**config.mk**
```make
export PLATFORM = sky130hd
export DESIGN_NAME = btop_cell
export DESIGN_NICKNAME = d
export VERILOG_FILES = /design/src/hdl/btop_pkg.sv /design/src/hdl/btop_cell.sv
export SDC_FILE = /design/constraint.sdc
export NUM_CORES = 2
export LEC_CHECK = 0
export BUFFER_PORTS_ARGS = -buffer_cell sky130_fd_sc_hd__buf_2
export CAP_MARGIN = 10
export CORE_UTILIZATION = 30
export CTS_CLUSTER_SIZE = 12
export DETAILED_ROUTE_END_ITERATION = 16
export SYNTH_ARGS = -nofsm -noshare
export SYNTH_HDL_FRONTEND = slang
export SYNTH_SLANG_ARGS = --single-unit
```
**constraint.sdc**
```tcl
create_clock -name clk -period 26.6 [get_ports clk]
set_clock_uncertainty 0.1 [all_clocks]
set_input_delay 5.32 -clock clk [delete_from_list [all_inputs] [get_ports clk]]
set_output_delay 5.32 -clock clk [all_outputs]
set_load 0.005 [all_outputs]
```
**src/hdl/btop_pkg.sv**
```systemverilog
// ----------------------------------------------------------------------------
// btop_pkg
// shared types, constants and fixed-point helpers of the binomial tree pricer
// ----------------------------------------------------------------------------
package btop_pkg;

	localparam int unsigned MAX_STEPS_DEF = 512;

	localparam logic [31:0] ONE_Q30   = 32'h4000_0000;
	localparam logic [31:0] PRICE_MAX = 32'hFFFF_FFFF;

	// configuration register indexes
	localparam logic [2:0] REG_UP_FACTOR     = 3'd0;
	localparam logic [2:0] REG_DOWN_FACTOR   = 3'd1;
	localparam logic [2:0] REG_PROB_UP       = 3'd2;
	localparam logic [2:0] REG_STEP_DISCOUNT = 3'd3;
	localparam logic [2:0] REG_TREE_STEPS    = 3'd4;

	typedef enum logic [3:0] {
		OP_NONE,
		OP_LOAD,
		OP_UP,
		OP_LEAF_A,
		OP_LEAF_B,
		OP_PAY,
		OP_RB0,
		OP_RB1,
		OP_RB2,
		OP_RB3,
		OP_RB4
	} op_t;

	typedef enum logic [3:0] {
		ST_IDLE,
		ST_UP,
		ST_LEAF_A,
		ST_LEAF_B,
		ST_PAY,
		ST_RB0,
		ST_RB1,
		ST_RB2,
		ST_RB3,
		ST_RB4,
		ST_DONE
	} state_t;

	// broadcast to every cell
	typedef struct packed {
		op_t         op;
		logic [31:0] spot;
		logic [31:0] strike;
		logic        is_call;
		logic        american;
		logic [31:0] fu;
		logic [31:0] fd;
		logic [31:0] fp;
		logic [31:0] fq;
		logic [31:0] fdisc;
	} cell_ctrl_t;

	// (price * factor) >> 30, saturated
	function automatic logic [31:0] scale(input logic [31:0] a, input logic [31:0] b);
		logic [63:0] prod;
		prod = 64'(a) * 64'(b);
		if (prod[63:62] != 2'b00)
			return PRICE_MAX;
		return prod[61:30];
	endfunction

	function automatic logic [31:0] sat_add(input logic [31:0] a, input logic [31:0] b);
		logic [32:0] s;
		s = 33'(a) + 33'(b);
		return s[32] ? PRICE_MAX : s[31:0];
	endfunction

	function automatic logic [31:0] payoff(input logic [31:0] s, input logic [31:0] k,
		input logic call);
		if (call)
			return (s > k) ? s - k : 32'd0;
		return (k > s) ? k - s : 32'd0;
	endfunction

endpackage

```
**src/hdl/btop_cell.sv**
```systemverilog
// ----------------------------------------------------------------------------
// btop_cell
// one tree node: holds a node spot and a node value, one shared multiplier
// ----------------------------------------------------------------------------
module btop_cell #(
	parameter bit IS_FIRST = 1'b0
) (
	input  logic                  clk,
	input  btop_pkg::cell_ctrl_t  ctrl,
	input  logic [31:0]           left_spot,
	input  logic [31:0]           right_value,
	output logic [31:0]           spot_out,
	output logic [31:0]           value_out
);

	logic [31:0] spot_q;
	logic [31:0] value_q;
	logic [31:0] ta_q;
	logic [31:0] tb_q;
	logic [31:0] mul_a;
	logic [31:0] mul_b;
	logic [31:0] prod;
	logic [31:0] exer;

	always_comb begin
		case (ctrl.op)
			btop_pkg::OP_UP: begin
				mul_a = spot_q;
				mul_b = ctrl.fu;
			end
			btop_pkg::OP_LEAF_A: begin
				mul_a = left_spot;
				mul_b = ctrl.fd;
			end
			btop_pkg::OP_LEAF_B: begin
				mul_a = ta_q;
				mul_b = ctrl.fd;
			end
			btop_pkg::OP_RB0: begin
				mul_a = value_q;
				mul_b = ctrl.fp;
			end
			btop_pkg::OP_RB1: begin
				mul_a = right_value;
				mul_b = ctrl.fq;
			end
			btop_pkg::OP_RB2: begin
				mul_a = btop_pkg::sat_add(ta_q, tb_q);
				mul_b = ctrl.fdisc;
			end
			btop_pkg::OP_RB3: begin
				mul_a = spot_q;
				mul_b = ctrl.fd;
			end
			default: begin
				mul_a = '0;
				mul_b = '0;
			end
		endcase
	end

	assign prod = btop_pkg::scale(mul_a, mul_b);
	assign exer = btop_pkg::payoff(spot_q, ctrl.strike, ctrl.is_call);

	always_ff @(posedge clk) begin
		case (ctrl.op)
			btop_pkg::OP_LOAD: begin
				if (IS_FIRST)
					spot_q <= ctrl.spot;
			end
			btop_pkg::OP_UP: begin
				if (IS_FIRST)
					spot_q <= prod;
			end
			btop_pkg::OP_LEAF_A: begin
				if (!IS_FIRST)
					ta_q <= prod;
			end
			btop_pkg::OP_LEAF_B: begin
				if (!IS_FIRST)
					spot_q <= prod;
			end
			btop_pkg::OP_PAY: value_q <= exer;
			btop_pkg::OP_RB0: ta_q <= prod;
			btop_pkg::OP_RB1: tb_q <= prod;
			btop_pkg::OP_RB2: ta_q <= prod;
			btop_pkg::OP_RB3: spot_q <= prod;
			btop_pkg::OP_RB4: value_q <= (ctrl.american && exer > ta_q) ? exer : ta_q;
			default: ;
		endcase
	end

	assign spot_out  = spot_q;
	assign value_out = value_q;

endmodule

```
==> metrics.md <==
| Metric | Value |
|---|---|
| Max frequency | 60.2 MHz |
| Placed cell area | 0.0491 sq mm |
| Crit path capture type | flop |
| Die area | 0.152 sq mm |
| Sw frac | 56.9% |
| Syn Inst Count | 5321 |
| First-pass detailed-route iteration total | 8 |
| Ys flop type | edfxtp_1 |
| Max-cap violations | 0 |
| Gate power share | 84.1% |
| Slew Limit Fails | 0 |
| Synth warnings | 0 |
| Peak VDD IR | 0.000123 V |
| Placeable Area | 0.149 sq mm |
| Async set-reset flop share out of synthesis | 0% |
| P&R area growth vs syn | 10.1% |
| Register area share after synthesis | 8.51% |
| DPL Wire Length | 134 mm |
| Crit share post-route | 62.4% |
| Port buffer count | 326 |
| Actual slew at the worst max-slew pin | 1.26 ns |
| Clock slew seen by the registers of the worst setup and hold paths | 0.06 ns |
| Average size of a mapped cell | 8.48 sq um |
| Hold-fix buffer count after cts | 0 |
| Fin. Hold Viols | 0 |
| RR Startpoint | ta_q[0]$_DFFE_PP_ |
| Most used cell, CP | fa_1 |
| CP startpoint | ctrl[229] |
| Root buffer cell | clkbuf_16 |
| Final setup vio count | 0 |
| Status | completed |
| Setup Buffers After CTS | 0 |
| Top Ports | 359 |
| Die width | 390 um |
| CTS tree | built |
| Worst Min Path Start | ta_q[6]$_DFFE_PP_ |
| Leak | 0.0242 uW |
| Fillers | 15600 |
| Synthesis-stage register bit count | 128 |
| Clk buf depth | 2 |
| Commonest non-fill, non-tap cells in the layout | inv_1 (1078), fa_1 (898), nand2_1 (759), nor2_1 (596), ha_1 (388) |
| Initial DRC Count | 3872 |
| Crit-path slowest cell | a31oi_4 |
| Rows | 141 |
| Design Area, Final | 0.0497 sq mm |
| Final Non-Filler Cells | 7516 |
| Drt wl/cell | 22.0 um |
| RSZ-0062 raised after global routing | false |
| Post-CTS resize count | 0 |
| Startpoint Class | input pin |
| Syn Std Cell Area | 0.0451 sq mm |
| TritonCTS Sinks | 128 |
| Placer Congestion | 0.985 |
| Die Ht | 390 um |
| Total Wirelength | 165 mm |
| CTS buffer count | 17 |
| First-pass GRT wire length | 248 mm |
| Clk pwr share | 4.8% |
| WS Path Type | input pin to flop |
| DR vias/cell | 5.25 |
| # nets final | 7080 |
| Largest net degree at the start of global routing | 64 |
| Vias in the first global route | 39700 |
| Post-Synthesis Net Count | 6902 |
| Post-synth cell types | 85 |
| DRC | 0 |
| Max-slew headroom | 15.5% |
| Latest clock arrival within the worst-skew pair | 0.44 ns |
| Share of cells above drive strength 1 | 9.81% |
| Pwr dens | 95.1 mW/mm^2 |
| Worst hold-check path type | flop to flop |
| Internal power | 2040 uW |
| Antenna violations before repair | 2 |
| GRT overflow | 0 |
| Antenna viol nets, final | 0 |
| CP max FO | 61 |
| CP arrival | 16.57 ns |
| P_sw | 2690 uW |
| Vias | 39400 |
| Flop pwr share | 11.1% |
| Commonest non-fill, non-tap cell in the layout | inv_1 |
| Total GRT Usage | 21.7% |
| Delay of the slowest cell on the worst path | 0.88 ns |
| Placed Instances | 7482 |
| Post-synth EDFFs | 128 |
| CP required | 26.57 ns |
| H-tree Lvls | 4 |
| Final min period | 16.61 ns |
| Sum Neg Setup Slack | 0 ns |
| Starting Density | 30.4% |
[worst max-delay path: cells and delay by family]
kind | cells | cell delay, ns
AO/OA/AOI/OAI | 10 | 3.80
adder cells (fa/ha/maj) | 9 | 4.19
buffers and inverters | 7 | 1.27
AND/OR/NAND/NOR | 6 | 1.94
[cells by family (layout without fill, tap and decap cells)]
| family | after synthesis | count (layout) | synth area share, % |
|---|---|---|---|
| AO/OA/AOI/OAI | 747 | 747 | 11.2 |
| AND/OR/NAND/NOR | 1704 | 1704 | 16.3 |
| multiplexers | 28 | 28 | 0.685 |
| XOR/XNOR | 64 | 64 | 1.24 |
| buffers and inverters | 1364 | 1555 | 11.5 |
| adder cells (fa/ha/maj) | 1286 | 1286 | 50.6 |
| flip-flops | 128 | 128 | 8.51 |
| other | 0 | 2 | 0 |
[flip-flops by register name (all words and copies together), names as in the netlist]
register	flops
spot_out	32
value_out	32
tb_q	32
ta_q	32
[synthesized netlist by cell type (48+ instances only)]
cell	n	share of area, %
edfxtp_1	128	8.5
inv_1	1078	9.0
and2_1	56	0.78
ha_1	388	11
clkbuf_1	253	2.1
a21oi_1	202	2.2
a21o_1	83	1.4
o21ai_0	123	1.4
fa_1	898	40
nor2_1	599	5.0
and4_1	48	0.93
nand4_1	77	1.1
nand2_1	759	6.3
[area by class of cell]
type	count	area [sq um]	share of cell area, %
Multi-Input combinational cell	3829	36200	72.9
Inverter	1078	4050	8.14
Sequential cell	128	3840	7.73
Timing Repair Buffer	445	2520	5.08
Tap cell	2002	2500	5.04
Clock buffer	19	433	0.871
Clock inverter	13	121	0.244
Antenna cell	2	5.00	0.0101
[metal layers]
| layer | vias up | track usage, % | part of all wire (%) |
|---|---|---|---|
| li1 | 17100 | - | - |
| met1 | 20100 | 29.4 | 41 |
| met2 | 1841 | 34.7 | 46 |
| met3 | 345 | 3.17 | 8.7 |
| met4 | 0 | 8.48 | 4.5 |
| met5 | - | 0 | 0 |
[path summary, 6_finish.rpt]
kind / slack [ns] / end / cells past startpoint
worst max register to register: 13.20 / tb_q[26]$_DFFE_PN_ / 37
worst min register to register: 0.57 / value_out[6]$_DFFE_PP_ / 1
worst max-delay path: 9.99 / tb_q[26]$_DFFE_PN_ / 32
worst min-delay path: 0.57 / value_out[6]$_DFFE_PP_ / 1
[power groups by stage]
stage                     combinational, uW  clock [uW]  sequential, uW
after CTS                              3920         228             526
after global placement                 3860           0             529
final                                  3970         228             525
after floorplan                        2690           0             495
after global routing                   4360         238             530
after detailed placement               3890           0             530
[through the flow]
step / util (%) / setup slack [ns] / hold WS, ns / total power, uW
3_5_place_dp: 33.1 / 9.82 / 0.554 / 4420
5_1_grt: 33.5 / 9.55 / 0.591 / 5130
4_1_cts: 33.5 / 10.23 / 0.565 / 4670
3_3_place_gp: 33.1 / 9.88 / 0.545 / 4390
6_report: 33.5 / 9.99 / 0.568 / 4730
2_1_floorplan: - / 11.43 / 0.474 / 3180
Power figures use the tool's default switching activity.
